==> src/rtl/qtt_pkg.sv <==
// Shared types and character constants for the quoted text tokenizer.
// No dependencies; every other file in rtl/ imports this package.
`default_nettype none

package qtt_pkg;

    localparam logic [7:0] CHAR_SPACE  = 8'h20;
    localparam logic [7:0] CHAR_DQUOTE = 8'h22;
    localparam logic [7:0] CHAR_SQUOTE = 8'h27;
    localparam logic [7:0] CHAR_SLASH  = 8'h2F;
    localparam logic [7:0] CHAR_NL     = 8'h0A;
    localparam logic [7:0] CHAR_NUL    = 8'h00;

    // One result: token byte, byte-valid flag, token-end and last-of-run marks
    typedef struct packed {
        logic       run_last;
        logic       token_done;
        logic       char_valid;
        logic [7:0] token_char;
    } qtt_rec_t;

    // Everything one input item causes: one or two results
    typedef struct packed {
        logic     pair;
        qtt_rec_t rec1;
        qtt_rec_t rec0;
    } qtt_entry_t;

endpackage

`default_nettype wire

==> src/rtl/quoted_text_tokenizer.sv <==
// Top level of the quoted text tokenizer: front end, result queue, back end.
// Depends on qtt_pkg, qtt_front, qtt_fifo and qtt_back.
`default_nettype none

// The block takes one text byte per cycle on the s_axis side and produces a
// stream of token results on the m_axis side. Bytes at or below space split
// bare tokens; a token opened by a single or double quote runs to the matching
// quote or a zero byte, neither of which is emitted, and may be empty; a "//"
// at a token start skips to the next newline. Each byte yields zero, one or
// two results, each holding one token byte or none, a token-end mark and a
// last-of-run mark (tlast). A byte with s_axis_tlast set closes any open
// token and returns the scanner to its reset state. Rate: one input item is
// accepted every cycle while the result queue (QUEUE_DEPTH entries) has room;
// the output stage sends one result per cycle while m_axis_tready is high, so
// a byte that yields two results (a held slash followed by a token byte) is
// sent as two results in turn and the queue absorbs such bursts. An accepted
// byte's first result passes through the queue write, then the output
// register. No clearing pass follows reset.
module quoted_text_tokenizer #(
    parameter int QUEUE_DEPTH = 4
) (
    input  wire         aclk,
    input  wire         aresetn,
    input  wire         s_axis_tvalid,
    output logic        s_axis_tready,
    input  wire  [7:0]  s_axis_tdata,   // [7:0] text_byte
    input  wire         s_axis_tlast,   // final_byte
    output logic        m_axis_tvalid,
    input  wire         m_axis_tready,
    output logic [15:0] m_axis_tdata,   // [7:0] token_char, [8] token_done, [15:9] zero
    output logic        m_axis_tuser,   // char_valid
    output logic        m_axis_tlast    // run_last
);
    import qtt_pkg::*;

    qtt_entry_t push_entry, head;
    qtt_rec_t   out_rec;
    logic       push, pop, full, empty;

    // classify bytes, hold scan state
    qtt_front u_front (
        .aclk       (aclk),
        .aresetn    (aresetn),
        .s_valid    (s_axis_tvalid),
        .s_ready    (s_axis_tready),
        .text_byte  (s_axis_tdata),
        .final_byte (s_axis_tlast),
        .q_full     (full),
        .q_push     (push),
        .q_entry    (push_entry)
    );

    // decouple the two sides
    qtt_fifo #(
        .DEPTH (QUEUE_DEPTH)
    ) u_fifo (
        .aclk       (aclk),
        .aresetn    (aresetn),
        .push       (push),
        .push_entry (push_entry),
        .pop        (pop),
        .head       (head),
        .full       (full),
        .empty      (empty)
    );

    // serialise entries into single results
    qtt_back u_back (
        .aclk    (aclk),
        .aresetn (aresetn),
        .head    (head),
        .q_empty (empty),
        .q_pop   (pop),
        .m_valid (m_axis_tvalid),
        .m_ready (m_axis_tready),
        .m_rec   (out_rec)
    );

    // pack the result item onto the stream ports
    assign m_axis_tdata = {7'b0, out_rec.token_done, out_rec.token_char};
    assign m_axis_tuser = out_rec.char_valid;
    assign m_axis_tlast = out_rec.run_last;

endmodule

`default_nettype wire

==> src/rtl/qtt_front.sv <==
// Front end of the tokenizer: accepts text bytes, tracks the scan state and
// builds the results of each byte. Depends on qtt_pkg.
`default_nettype none

module qtt_front (
    input  wire                 aclk,
    input  wire                 aresetn,
    input  wire                 s_valid,
    output logic                s_ready,
    input  wire  [7:0]          text_byte,
    input  wire                 final_byte,
    input  wire                 q_full,
    output logic                q_push,
    output qtt_pkg::qtt_entry_t q_entry
);
    import qtt_pkg::*;

    typedef enum logic [4:0] {
        MODE_IDLE    = 5'b00001,
        MODE_SLASH   = 5'b00010,
        MODE_COMMENT = 5'b00100,
        MODE_BARE    = 5'b01000,
        MODE_QUOTED  = 5'b10000
    } mode_t;

    mode_t      mode_reg, mode_next;
    logic       quote_reg, quote_next;
    logic [1:0] n;
    qtt_rec_t   r0, r1;
    logic       is_sep, is_quote;
    logic       accept;

    assign s_ready = !q_full;
    assign accept  = s_valid && s_ready;
    assign is_sep  = (text_byte <= CHAR_SPACE);
    assign is_quote = quote_reg ? (text_byte == CHAR_SQUOTE) : (text_byte == CHAR_DQUOTE);

    always_comb begin
        mode_next  = mode_reg;
        quote_next = quote_reg;
        n  = 2'd0;
        r0 = '0;
        r1 = '0;
        case (mode_reg)
            MODE_SLASH: begin
                if (text_byte == CHAR_SLASH) begin
                    mode_next = MODE_COMMENT;
                end else if (is_sep) begin
                    r0 = '{run_last: 1'b0, token_done: 1'b1, char_valid: 1'b1,
                           token_char: CHAR_SLASH};
                    n = 2'd1;
                    mode_next = MODE_IDLE;
                end else begin
                    r0 = '{run_last: 1'b0, token_done: 1'b0, char_valid: 1'b1,
                           token_char: CHAR_SLASH};
                    r1 = '{run_last: 1'b0, token_done: 1'b0, char_valid: 1'b1,
                           token_char: text_byte};
                    n = 2'd2;
                    mode_next = MODE_BARE;
                end
            end
            MODE_COMMENT: begin
                if (text_byte == CHAR_NL) begin
                    mode_next = MODE_IDLE;
                end
            end
            MODE_BARE: begin
                if (is_sep) begin
                    r0 = '{run_last: 1'b0, token_done: 1'b1, char_valid: 1'b0,
                           token_char: CHAR_NUL};
                    mode_next = MODE_IDLE;
                end else begin
                    r0 = '{run_last: 1'b0, token_done: 1'b0, char_valid: 1'b1,
                           token_char: text_byte};
                end
                n = 2'd1;
            end
            MODE_QUOTED: begin
                if (is_quote || text_byte == CHAR_NUL) begin
                    r0 = '{run_last: 1'b0, token_done: 1'b1, char_valid: 1'b0,
                           token_char: CHAR_NUL};
                    mode_next = MODE_IDLE;
                end else begin
                    r0 = '{run_last: 1'b0, token_done: 1'b0, char_valid: 1'b1,
                           token_char: text_byte};
                end
                n = 2'd1;
            end
            default: begin
                // between tokens, and any stray code
                mode_next = MODE_IDLE;
                if (is_sep) begin
                    mode_next = MODE_IDLE;
                end else if (text_byte == CHAR_SLASH) begin
                    mode_next = MODE_SLASH;
                end else if (text_byte == CHAR_DQUOTE || text_byte == CHAR_SQUOTE) begin
                    quote_next = (text_byte == CHAR_SQUOTE);
                    mode_next  = MODE_QUOTED;
                end else begin
                    r0 = '{run_last: 1'b0, token_done: 1'b0, char_valid: 1'b1,
                           token_char: text_byte};
                    n = 2'd1;
                    mode_next = MODE_BARE;
                end
            end
        endcase

        // close whatever is open on the last byte of the text
        if (final_byte) begin
            if (mode_next == MODE_SLASH) begin
                r0 = '{run_last: 1'b0, token_done: 1'b1, char_valid: 1'b1,
                       token_char: CHAR_SLASH};
                n = 2'd1;
            end else if (mode_next == MODE_BARE || mode_next == MODE_QUOTED) begin
                if (n == 2'd2) begin
                    r1.token_done = 1'b1;
                end else if (n == 2'd1) begin
                    r0.token_done = 1'b1;
                end else begin
                    r0 = '{run_last: 1'b0, token_done: 1'b1, char_valid: 1'b0,
                           token_char: CHAR_NUL};
                    n = 2'd1;
                end
            end
            mode_next  = MODE_IDLE;
            quote_next = 1'b0;
        end

        if (n == 2'd2) begin
            r1.run_last = 1'b1;
        end else begin
            r0.run_last = 1'b1;
        end
    end

    assign q_push  = accept && (n != 2'd0);
    assign q_entry = '{pair: (n == 2'd2), rec1: r1, rec0: r0};

    always_ff @(posedge aclk) begin
        if (!aresetn) begin
            mode_reg  <= MODE_IDLE;
            quote_reg <= 1'b0;
        end else if (accept) begin
            mode_reg  <= mode_next;
            quote_reg <= quote_next;
        end
    end

endmodule

`default_nettype wire

==> src/rtl/qtt_fifo.sv <==
// Short queue of result entries between the front and back ends.
// Depends on qtt_pkg for the entry type.
`default_nettype none

module qtt_fifo #(
    parameter int DEPTH = 4
) (
    input  wire                 aclk,
    input  wire                 aresetn,
    input  wire                 push,
    input  qtt_pkg::qtt_entry_t push_entry,
    input  wire                 pop,
    output qtt_pkg::qtt_entry_t head,
    output logic                full,
    output logic                empty
);
    import qtt_pkg::*;

    localparam int PW = (DEPTH > 1) ? $clog2(DEPTH) : 1;
    localparam int CW = $clog2(DEPTH + 1);

    qtt_entry_t      mem [DEPTH];
    logic [PW-1:0]   wr_ptr_reg, wr_ptr_next;
    logic [PW-1:0]   rd_ptr_reg, rd_ptr_next;
    logic [CW-1:0]   count_reg, count_next;

    assign full  = (count_reg == CW'(DEPTH));
    assign empty = (count_reg == '0);
    assign head  = mem[rd_ptr_reg];

    always_comb begin
        wr_ptr_next = wr_ptr_reg;
        rd_ptr_next = rd_ptr_reg;
        if (push) begin
            wr_ptr_next = (wr_ptr_reg == PW'(DEPTH - 1)) ? '0 : wr_ptr_reg + 1'b1;
        end
        if (pop) begin
            rd_ptr_next = (rd_ptr_reg == PW'(DEPTH - 1)) ? '0 : rd_ptr_reg + 1'b1;
        end
        count_next = count_reg + CW'(push) - CW'(pop);
    end

    always_ff @(posedge aclk) begin
        if (push) begin
            mem[wr_ptr_reg] <= push_entry;
        end
    end

    always_ff @(posedge aclk) begin
        if (!aresetn) begin
            wr_ptr_reg <= '0;
            rd_ptr_reg <= '0;
            count_reg  <= '0;
        end else begin
            wr_ptr_reg <= wr_ptr_next;
            rd_ptr_reg <= rd_ptr_next;
            count_reg  <= count_next;
        end
    end

    // front end never writes into a full queue
    a_no_overflow: assert property (@(posedge aclk) disable iff (!aresetn)
        push |-> !full)
        else $error("qtt_fifo: push while full");

    // back end never reads an empty queue
    a_no_underflow: assert property (@(posedge aclk) disable iff (!aresetn)
        pop |-> !empty)
        else $error("qtt_fifo: pop while empty");

    // fill level tracks pushes and pops
    a_count_track: assert property (@(posedge aclk) disable iff (!aresetn)
        1'b1 |=> count_reg == $past(count_reg) + CW'($past(push)) - CW'($past(pop)))
        else $error("qtt_fifo: fill count out of step");

endmodule

`default_nettype wire

==> src/rtl/qtt_back.sv <==
// Back end of the tokenizer: drains queue entries and sends their one or
// two results out through a registered output stage. Depends on qtt_pkg.
`default_nettype none

module qtt_back (
    input  wire                 aclk,
    input  wire                 aresetn,
    input  qtt_pkg::qtt_entry_t head,
    input  wire                 q_empty,
    output logic                q_pop,
    output logic                m_valid,
    input  wire                 m_ready,
    output qtt_pkg::qtt_rec_t   m_rec
);
    import qtt_pkg::*;

    logic     idx_reg, idx_next;
    logic     valid_reg, valid_next;
    qtt_rec_t rec_reg, rec_next;
    logic     load;

    assign load = (!valid_reg || m_ready) && !q_empty;

    always_comb begin
        idx_next   = idx_reg;
        rec_next   = rec_reg;
        valid_next = valid_reg && !m_ready;
        q_pop      = 1'b0;
        if (load) begin
            rec_next   = idx_reg ? head.rec1 : head.rec0;
            valid_next = 1'b1;
            if (idx_reg || !head.pair) begin
                q_pop    = 1'b1;
                idx_next = 1'b0;
            end else begin
                idx_next = 1'b1;
            end
        end
    end

    always_ff @(posedge aclk) begin
        rec_reg <= rec_next;
    end

    always_ff @(posedge aclk) begin
        if (!aresetn) begin
            idx_reg   <= 1'b0;
            valid_reg <= 1'b0;
        end else begin
            idx_reg   <= idx_next;
            valid_reg <= valid_next;
        end
    end

    assign m_valid = valid_reg;
    assign m_rec   = rec_reg;

endmodule

`default_nettype wire
==> config.mk <==
export PLATFORM = sky130hd
export DESIGN_NAME = quoted_text_tokenizer
export DESIGN_NICKNAME = d
export VERILOG_FILES = /design/src/rtl/qtt_pkg.sv /design/src/rtl/quoted_text_tokenizer.sv /design/src/rtl/qtt_front.sv /design/src/rtl/qtt_fifo.sv /design/src/rtl/qtt_back.sv
export SDC_FILE = /design/constraint.sdc
export NUM_CORES = 1
export LEC_CHECK = 0
export ABC_AREA = 0
export BUFFER_PORTS_ARGS = -buffer_cell sky130_fd_sc_hd__buf_2
export CAP_MARGIN = 20
export CORE_MARGIN = 5
export CORE_UTILIZATION = 61
export DETAILED_ROUTE_END_ITERATION = 10
export HOLD_SLACK_MARGIN = 0.03
export PLACE_DENSITY = 0.8
export REMOVE_ABC_BUFFERS = 1
export SYNTH_ARGS = -nofsm -noshare
export SYNTH_HDL_FRONTEND = slang
export SYNTH_SLANG_ARGS = --single-unit
==> constraint.sdc <==
create_clock -name aclk -period 6.5 [get_ports aclk]
set_clock_uncertainty 0.1 [all_clocks]
set_input_delay 0 -clock aclk [delete_from_list [all_inputs] [get_ports aclk]]
set_output_delay 0 -clock aclk [all_outputs]
set_load 0.1 [all_outputs]
==> results.yml, run 1 <==
status:
  status: "finished clean"
worst_setup_path:
  timing.rr.start: "u_front.mode_reg[4]"
  crit_chain: "or3_1, nor2_1, a32oi_1, o2bb2ai_1, o311ai_4, a21oi_4, inv_1, ha_1, inv_1, ha_1, inv_1, fa_1, xnor2_1, xnor2_1, and2_1"
  critPathRequiredTime_ns: 6.82
  slowest_stage: "or3_1"
  start_kind: "flop"
  path_class: "flop to flop"
  cp_max_fo: 8
  path_delay_family: "simple AND/OR/NAND/NOR gates"
  r2r_slack_ns: 2.89
  slowest_delay_ns: 0.47
  crit_path_frequent_cell: "inv_1"
  rr_worst_depth: 15
  cp-end-kind: "flop"
  arrival_ns: 3.93
  critPathBufInv: 3
  rr_endpoint: "u_fifo.count_reg[2]"
timing:
  tightest_slew_ns: 0.691
  finalMaxSlewViolations: 0
  timing.hold.ws_ns: 0.0450
  setup-tns-final_ns: 0
  post-route-period-util: 0.556
  max_freq_ghz: 0.277
  finalHoldViolations: 0
  rsz0062_at_grt: "false"
  setup_viol: 0
  max_slew_margin: 0.535
  min_period_ns: 3.61
floorplan:
  num_rows: 33
  die_height_um: 102
  io_pins: 33
  initial_core_util: 0.629
  die_area_um2: 10400
  fp.coreArea_um2: 8220
  dieWidth_um: 102
global_route:
  grt_overflow: 0
  grt_pass1_wl_um: 16500
  grt_util_met1: 0.273
  grt_start_max_net_pins: 23
  antenna_found_initial: 0
  first_global_vias: 3169
  met2_usage: 0.362
  grt_use_total: 0.220
  top_usage_layer: "met2"
  use_met3: 0.0553
pwr:
  ir_drop_v: 0.000245
  power.density_nw_per_um2: 450
  p_leak_uw: 0.00219
worst_hold_path:
  min_to: "u_front.mode_reg[1]"
  hp-start: "s_axis_tvalid"
  hold_depth: 4
  min_path_type: "input pin to flop"
cts:
  insertion_delay_ns: 0.52
  clock_path_buffers: 2
  path_clk_slew_ns: 0.06
  clock-root-buffer: "clkbuf_8"
  tritoncts: "built"
  post_cts_resize_count: 0
  cts_sinks: 116
  cts_max_level: 4
  cts_buffers: 17
synth:
  avgSynthCellArea_um2: 14.7
  synth_edf_count: 99
  synth_cells: 351
  ys.flop_type: "edfxtp_1"
  ys_seq_elements: 116
  synth_cell_types: 59
  ys_async_sr_fraction: 0
  netlist_area_um2: 5160
  ys.warnings.count: 0
  yosysSeqAreaShare: 0.641
drt:
  drt-pass1-iter-count: 5
  via_per_inst: 5.94
  wl_per_cell_um: 19.4
  antenna_left: 0
  remaining_drc_errors: 0
  routed_wl_um: 10100
  drt-initial-drc-count: 265
  vias: 3087
place:
  io_buffers: 25
  dpl.hpwl_um: 6330
  gp_congestion: 0.938
finish:
  fin_nets: 423
  largest_reg_flops: 88
  syn_to_final_growth_pct: 18.7
  drive_gt1_frac: 0.251
  n_antenna_cell: 0
flow_run:
  maxCapViolations: 0
[metrics by stage]
step           setup WS, ns  std cells  utilization  cell area [µm²]  total power [µW]
3_3_place_gp           3.00        473        0.654             5380              1810
6_report               2.89        520        0.746             6130              2760
4_1_cts                2.89        520        0.746             6130              2790
2_1_floorplan          2.98        335            -             5060              1660
5_1_grt                2.65        520        0.746             6130              2880
3_5_place_dp           2.90        473        0.654             5380              1840
[layer usage]
metal,vias up,wire length (µm)
met5,-,0
met2,128,5070
met4,0,320
met3,28,673
met1,1518,4040
li1,1413,-
[report_power, final]
group / total, µW / internal, µW / leakage, µW / switching (µW)
Clock: 936 / 620 / 0.000284 / 315
Sequential: 996 / 949 / 0.00106 / 47.3
Combinational: 824 / 246 / 0.000840 / 579
[logic make-up after synthesis]
kind of cell,count (synthesis),synth area share
AOI/OAI and AO/OA,43,0.0673
xor gates and xnor gates,4,0.00678
adders and majority gates,8,0.0208
buffers and inverters,32,0.0322
DFF,116,0.641
muxes,26,0.104
other,1,0.000726
and+or+nand+nor,121,0.127
[synthesized netlist by cell type (6+ instances only)]
cell,count,share of area
nand2_1,45,0.033
inv_1,10,0.0073
nor3_1,6,0.0058
mux4_2,22,0.096
o21ai_0,7,0.0068
nor2b_1,7,0.0085
ha_1,7,0.017
dfxtp_1,17,0.066
buf_4,9,0.013
and2_1,16,0.019
edfxtp_1,99,0.58
nor2_1,13,0.0094
a21oi_1,6,0.0058
[timing repair]
action,4_1_cts,5_1_grt
setup endpoints to repair,0,0
hold buffers,15,0
setup buffers,0,0
endpoints found under the hold margin,85,0
[area by class of cell]
cell class / instances / area [µm²]
Clock buffer: 19 / 422
Timing Repair Buffer: 48 / 335
Sequential cell: 116 / 3310
Inverter: 10 / 37.5
Tap cell: 105 / 131
Fill cell: 508 / 2090
Multi-Input combinational cell: 209 / 1710
Clock inverter: 13 / 183
[worst max-delay path by stage]
stage	start	endpoint	slack, ns	depth (start not counted)
after floorplan	flop	u_fifo.count_reg[2]	2.98	10
after global placement	u_front.mode_reg[4]	u_fifo.count_reg[2]	3.00	15
after detailed placement	u_front.mode_reg[4]	u_fifo.count_reg[2]	2.90	15
after CTS	u_front.mode_reg[4]	u_fifo.count_reg[2]	2.89	15
after global routing	u_front.mode_reg[4]	u_fifo.count_reg[2]	2.65	15
final	u_front.mode_reg[4]	u_fifo.count_reg[2]	2.89	15
[tightest hold or removal path: cells and delay by family]
| family | cells | cell delay [ns] |
|---|---|---|
| AND/OR/NAND/NOR | 2 | 0.31 |
| AO/OA/AOI/OAI | 1 | 0.24 |
| buffers and inverters | 1 | 0.07 |
[cell usage in the layout, fill, tap and decap left out, drive strengths merged, types with 2 or more instances in the layout]
cell type | netlist | layout
a211oi | 3 | 3
a21boi | 4 | 4
a21o | 5 | 5
a21oi | 7 | 7
and2 | 18 | 18
and3 | 3 | 3
buf | 17 | 33
bufinv | 0 | 4
clkbuf | 5 | 19
clkinv | 0 | 4
clkinvlp | 0 | 4
conb | 1 | 7
dfxtp | 17 | 17
dlygate4sd3 | 0 | 15
edfxtp | 99 | 99
ha | 7 | 7
inv | 10 | 11
mux2i | 4 | 4
mux4 | 22 | 22
nand2 | 46 | 46
nand2b | 3 | 3
nand3 | 5 | 5
nor2 | 13 | 13
nor2b | 7 | 7
nor3 | 6 | 6
nor4 | 5 | 5
o211ai | 4 | 4
o21ai | 9 | 9
o31ai | 2 | 2
or2b | 2 | 2
or3 | 4 | 4
or4 | 3 | 3
xnor2 | 3 | 3
No activity file was read; power rests on OpenSTA's default activity.
==> run 2: changes to the inputs <==
--- a/config.mk
+++ b/config.mk
@@ -9,10 +9,10 @@
 export BUFFER_PORTS_ARGS = -buffer_cell sky130_fd_sc_hd__buf_2
 export CAP_MARGIN = 20
 export CORE_MARGIN = 5
-export CORE_UTILIZATION = 61
+export CORE_UTILIZATION = 60
 export DETAILED_ROUTE_END_ITERATION = 10
 export HOLD_SLACK_MARGIN = 0.03
-export PLACE_DENSITY = 0.8
+export PLACE_DENSITY = 0.79
 export REMOVE_ABC_BUFFERS = 1
 export SYNTH_ARGS = -nofsm -noshare
 export SYNTH_HDL_FRONTEND = slang
==> constraint.sdc (replaced) <==
create_clock -name aclk -period 3.5 [get_ports aclk]
set_clock_uncertainty 0.1 [all_clocks]
set_input_delay 0 -clock aclk [delete_from_list [all_inputs] [get_ports aclk]]
set_output_delay 0 -clock aclk [all_outputs]
set_load 0.1 [all_outputs]
==> results.yml, run 2 (synthesis gave the netlist of run 1 again) <==
floorplan:
  die_height_um: 103
  dieWidth_um: 103
  num_rows: 33
  fp.coreArea_um2: 8300
  io_pins: 33
  die_area_um2: 10600
  initial_core_util: 0.622
worst_setup_path:
  arrival_ns: 3.66
  slowest_delay_ns: 0.52
  start_kind: "flop"
  slowest_stage: "or4_4"
  rr_endpoint: "u_fifo.count_reg[2]"
  crit_path_frequent_cell: "inv_1"
  cp_max_fo: 8
  path_class: "flop to flop"
  cp-end-kind: "flop"
  r2r_slack_ns: 0.14
  crit_chain: "or2b_2, or4_4, nand2_4, o311ai_4, a21oi_4, inv_1, ha_1, inv_1, ha_1, inv_1, fa_1, xnor2_1, xnor2_1, and2_1"
  timing.rr.start: "u_front.mode_reg[4]"
  rr_worst_depth: 14
  critPathRequiredTime_ns: 3.80
timing:
  max_slew_margin: 0.517
  min_period_ns: 3.36
  timing.hold.ws_ns: 0.331
  max_freq_ghz: 0.298
  tightest_slew_ns: 0.719
  setup_viol: 0
  post-route-period-util: 0.960
  rsz0062_at_grt: "false"
  setup_ws_ns: 0.140
  setup-tns-final_ns: 0
  finalMaxSlewViolations: 0
  finalHoldViolations: 0
finish:
  layout_commonest_cell: "edfxtp_1"
  multi_input_area_um2: 1730
  drive_gt1_frac: 0.286
  fin_nets: 438
  final_cell_mix: "edfxtp_1 (99), nand2_1 (45), buf_2 (25)"
  layout.area.seq_um2: 3310
  num-fill-cells: 506
  n_antenna_cell: 0
  syn_to_final_growth_pct: 21.3
  largest_reg_flops: 88
drt:
  antenna_left: 0
  via_per_inst: 5.93
  remaining_drc_errors: 0
  wl_per_cell_um: 20.0
  drt-initial-drc-count: 260
  drt-pass1-iter-count: 5
  routed_wl_um: 10700
  vias: 3170
cts:
  insertion_delay_ns: 0.51
  cts_sinks: 116
  clock-root-buffer: "clkbuf_8"
  path_clk_slew_ns: 0.06
  cts_buffers: 17
  post-cts-setup-buffers: 0
  clock_path_buffers: 2
  tritoncts: "built"
  cts_max_level: 4
global_route:
  antenna_found_initial: 0
  grt_pass1_wl_um: 17500
  grt_start_max_net_pins: 23
  first_global_vias: 3430
  grt_overflow: 0
  grt_use_total: 0.225
pwr:
  power.density_nw_per_um2: 818
  ir_drop_v: 0.000386
  swShare: 0.350
  power_frac_comb: 0.310
  p_leak_uw: 0.00227
  p_sw_uw: 1800
  clkPwrFrac: 0.332
  seqPwrFrac: 0.358
  p_int_uw: 3330
place:
  place_ws_ns: 0.0690
  gp_congestion: 0.880
  dpl.hpwl_um: 6460
  io_buffers: 25
flow_run:
  maxCapViolations: 0
worst_hold_path:
  hold_depth: 4
  hp-start: "aresetn"
  min_path_type: "input pin to flop"
  min_to: "u_fifo.wr_ptr_reg[0]"
status:
  status: "finished clean"
## run 2: cell types whose count changed in the layout (fill, tap and decap cells not counted), sizes merged
cell	previous run	this run
dlygate4sd3	15	17
clkbuf	19	17
inv	11	12
bufinv	4	3
clkinvlp	4	5
clkinv	4	5
buf	33	46
## run 2: worst max-delay path: cells and delay by family (launching register included)
kind,cells,cell delay (ns)
buffers and inverters,3,0.17
flip-flops,1,0.51
AND/OR/NAND/NOR,4,1.12
AO/OA/AOI/OAI,2,0.29
adder cells (fa/ha/maj),3,0.81
XOR/XNOR,2,0.27
## run 2: layout make-up
| cell class | count | area share |
|---|---|---|
| Clock inverter | 15 | 0.0288 |
| Inverter | 10 | 0.00599 |
| Clock buffer | 17 | 0.0661 |
| Multi-Input combinational cell | 209 | 0.277 |
| Timing Repair Buffer | 63 | 0.0723 |
| Sequential cell | 116 | 0.529 |
| Tap cell | 105 | 0.0210 |
## run 2: power groups by stage
stage | Clock [µW] | Sequential [µW] | Combinational (µW)
after detailed placement | 0 | 1860 | 1570
after CTS | 1720 | 1840 | 1600
after global placement | 0 | 1850 | 1550
final | 1700 | 1840 | 1590
after global routing | 1790 | 1860 | 1700
after floorplan | 0 | 2440 | 648
## run 2: metal layers
layer,global-route usage,wire length [µm],part of all wire,vias up
met4,0.0847,203,0.019,0
met3,0.0568,695,0.065,21
met5,0,0,0,-
li1,-,-,-,1454
met1,0.278,4390,0.41,1570
met2,0.385,5440,0.51,125
## run 2: timing repair
item / CTS / global route
hold buffers: 17 / 0
endpoints found under the setup margin: 0 / 1
hold endpoints to repair: 81 / 0
resized for setup: 0 / 7
## run 2: stage by stage
step                      total power, µW  instances  cell area [µm²]  utilization
after floorplan                      3080        335             5060            -
after global placement               3400        486             5470        0.659
after detailed placement             3430        486             5470        0.659
after CTS                            5160        535             6240        0.752
after global routing                 5350        535             6260        0.755
final                                5130        535             6260        0.755
## run 2: how the worst max path moves through the flow
| stage | slack (ns) | to | startpoint |
|---|---|---|---|
| 3_5_place_dp | 0.07 | u_fifo.count_reg[2] | u_front.mode_reg[4] |
| 4_1_cts | 0.06 | u_fifo.count_reg[2] | u_front.mode_reg[4] |
| 2_1_floorplan | -0.02 | u_fifo.count_reg[2] | flop |
| 6_report | 0.14 | u_fifo.count_reg[2] | u_front.mode_reg[4] |
| 5_1_grt | 0.008 | u_fifo.count_reg[2] | s_axis_tdata[4] |
| 3_3_place_gp | 0.11 | u_fifo.count_reg[2] | u_front.mode_reg[2] |
==> run 3: changes to the inputs <==
==> constraint.sdc (replaced) <==
create_clock -name aclk -period 3.5 [get_ports aclk]
set_clock_uncertainty 0.1 [all_clocks]
set_input_delay 0.525 -clock aclk [delete_from_list [all_inputs] [get_ports aclk]]
set_output_delay 0.525 -clock aclk [all_outputs]
set_load 0.1 [all_outputs]
==> results.yml, run 3 (synthesis gave the netlist of run 1 again) <==
drt:
  via_per_inst: 5.89
  remaining_drc_errors: 0
  drt-pass1-iter-count: 5
  wl_per_cell_um: 20.4
  drt-initial-drc-count: 257
  antenna_left: 0
  vias: 3178
  routed_wl_um: 11000
timing:
  post-route-period-util: 0.965
  max_slew_margin: 0.353
  setup_ws_ns: 0.122
  setup_viol: 0
  finalMaxSlewViolations: 0
  tightest_slew_ns: 0.961
  min_period_ns: 3.38
  finalHoldViolations: 0
  max_freq_ghz: 0.296
global_route:
  grt_overflow: 0
  first_global_vias: 3193
  grt_start_max_net_pins: 23
  grt_use_total: 0.230
  antenna_found_initial: 0
  grt_pass1_wl_um: 17400
finish:
  stdcell_area_um2: 6240
  final_cell_mix: "edfxtp_1 (99), nand2_1 (45), buf_4 (42)"
  drive_gt1_frac: 0.336
  syn_to_final_growth_pct: 20.8
  n_antenna_cell: 0
  largest_reg_flops: 88
  fin_nets: 443
  num-fill-cells: 496
  layout_commonest_cell: "edfxtp_1"
worst_setup_path:
  cp_max_fo: 5
  arrival_ns: 3.69
  start_kind: "flop"
  cp-end-kind: "flop"
  path_delay_family: "simple AND/OR/NAND/NOR gates"
  path_class: "flop to flop"
  critPathRequiredTime_ns: 3.81
  crit_chain: "or3_4, buf_12, or4_4, nand2_4, o311ai_4, a21oi_4, inv_1, ha_1, inv_1, ha_1, inv_1, fa_2, xnor2_2, xnor2_1, and2_1"
  rr_worst_depth: 15
  slowest_stage: "or4_4"
  crit_path_frequent_cell: "inv_1"
  slowest_delay_ns: 0.53
  critPathBufInv: 4
  cp_num_cells: 15
floorplan:
  die_area_um2: 10600
  die_height_um: 103
  io_pins: 33
  dieWidth_um: 103
  fp.coreArea_um2: 8300
  num_rows: 33
  initial_core_util: 0.622
flow_run:
  maxCapViolations: 0
worst_hold_path:
  hold_depth: 3
  min_path_type: "input pin to flop"
place:
  place_ws_ns: -0.297
  io_buffers: 25
  gp_congestion: 0.910
  placed_area_um2: 5620
  dpl.hpwl_um: 6840
pwr:
  ir_drop_v: 0.000434
  power.density_nw_per_um2: 799
  p_leak_uw: 0.00231
cts:
  path_clk_slew_ns: 0.06
  clock-root-buffer: "clkbuf_8"
  cts_sinks: 116
  cts_buffers: 17
  clock_path_buffers: 2
  cts_max_level: 4
  hold_buffers: 0
  tritoncts: "built"
  insertion_delay_ns: 0.51
status:
  status: "finished clean"
## run 3: cell types whose count changed in the layout (fill, tap and decap cells not counted), moves of 3 or more
cell           before  now
clkinvlp_4          5    1
inv_4               0    4
bufinv_16           3    0
buf_4              21   42
dlygate4sd3_1      17    0
## run 3: layout make-up
type | instances | area [µm²] | share of cell area
Inverter | 10 | 37.5 | 0.00602
Tap cell | 105 | 131 | 0.0211
Timing Repair Buffer | 68 | 460 | 0.0738
Sequential cell | 116 | 3310 | 0.531
Clock buffer | 19 | 443 | 0.0710
Clock inverter | 13 | 95.1 | 0.0152
Multi-Input combinational cell | 209 | 1760 | 0.281
## run 3: layer usage
metal	track usage	up-vias	part of all wire
li1	-	1466	-
met5	0	-	0
met3	0.0548	15	0.052
met4	0.0847	0	0.022
met2	0.389	113	0.51
met1	0.290	1584	0.41
## run 3: power by group
| group | total (µW) | switching (µW) | leakage, µW | internal, µW |
|---|---|---|---|---|
| combinational | 1600 | 1120 | 0.000979 | 485 |
| clock | 1550 | 627 | 0.000270 | 918 |
| sequential | 1840 | 74.4 | 0.00106 | 1760 |
## run 3: worst register-to-register path, cell delays in order (launching register included)
cell,delay [ns]
dfxtp_1,0.35
or3_4,0.41
buf_12,0.14
or4_4,0.53
nand2_4,0.09
o311ai_4,0.12
a21oi_4,0.15
inv_1,0.06
ha_1,0.29
inv_1,0.06
ha_1,0.14
inv_1,0.05
fa_2,0.37
xnor2_2,0.14
xnor2_1,0.12
and2_1,0.15
## run 3: final timing paths
| check | endpoint | slack [ns] | startpoint |
|---|---|---|---|
| worst max-delay path | u_fifo.count_reg[2] | 0.12 | u_front.mode_reg[0] |
| worst min-delay path | u_back.m_valid | 0.22 | m_axis_tready |
| worst max register to register | u_fifo.count_reg[2] | 0.12 | u_front.mode_reg[0] |
| worst min register to register | u_fifo.wr_ptr_reg[1] | 0.41 | u_fifo.wr_ptr_reg[1] |
## run 3: timing repair
action / CTS / global route
endpoints found under the setup margin: 1 / 1
pin swaps: 0 / 3
setup buffers: 0 / 2
gates cloned: 0 / 0
gates resized for setup: 1 / 9
## run 3: stage by stage
stage	hold WS (ns)	TNS [ns]	total power, µW	util	cells
floorplan	0.368	-0.0882	3080	-	335
global placement	0.387	-0.240	3410	0.678	506
detailed placement	0.405	-0.311	3450	0.678	506
CTS	0.197	0	4990	0.743	538
global route	0.206	-0.00996	5200	0.752	540
finish	0.216	0	4980	0.752	540
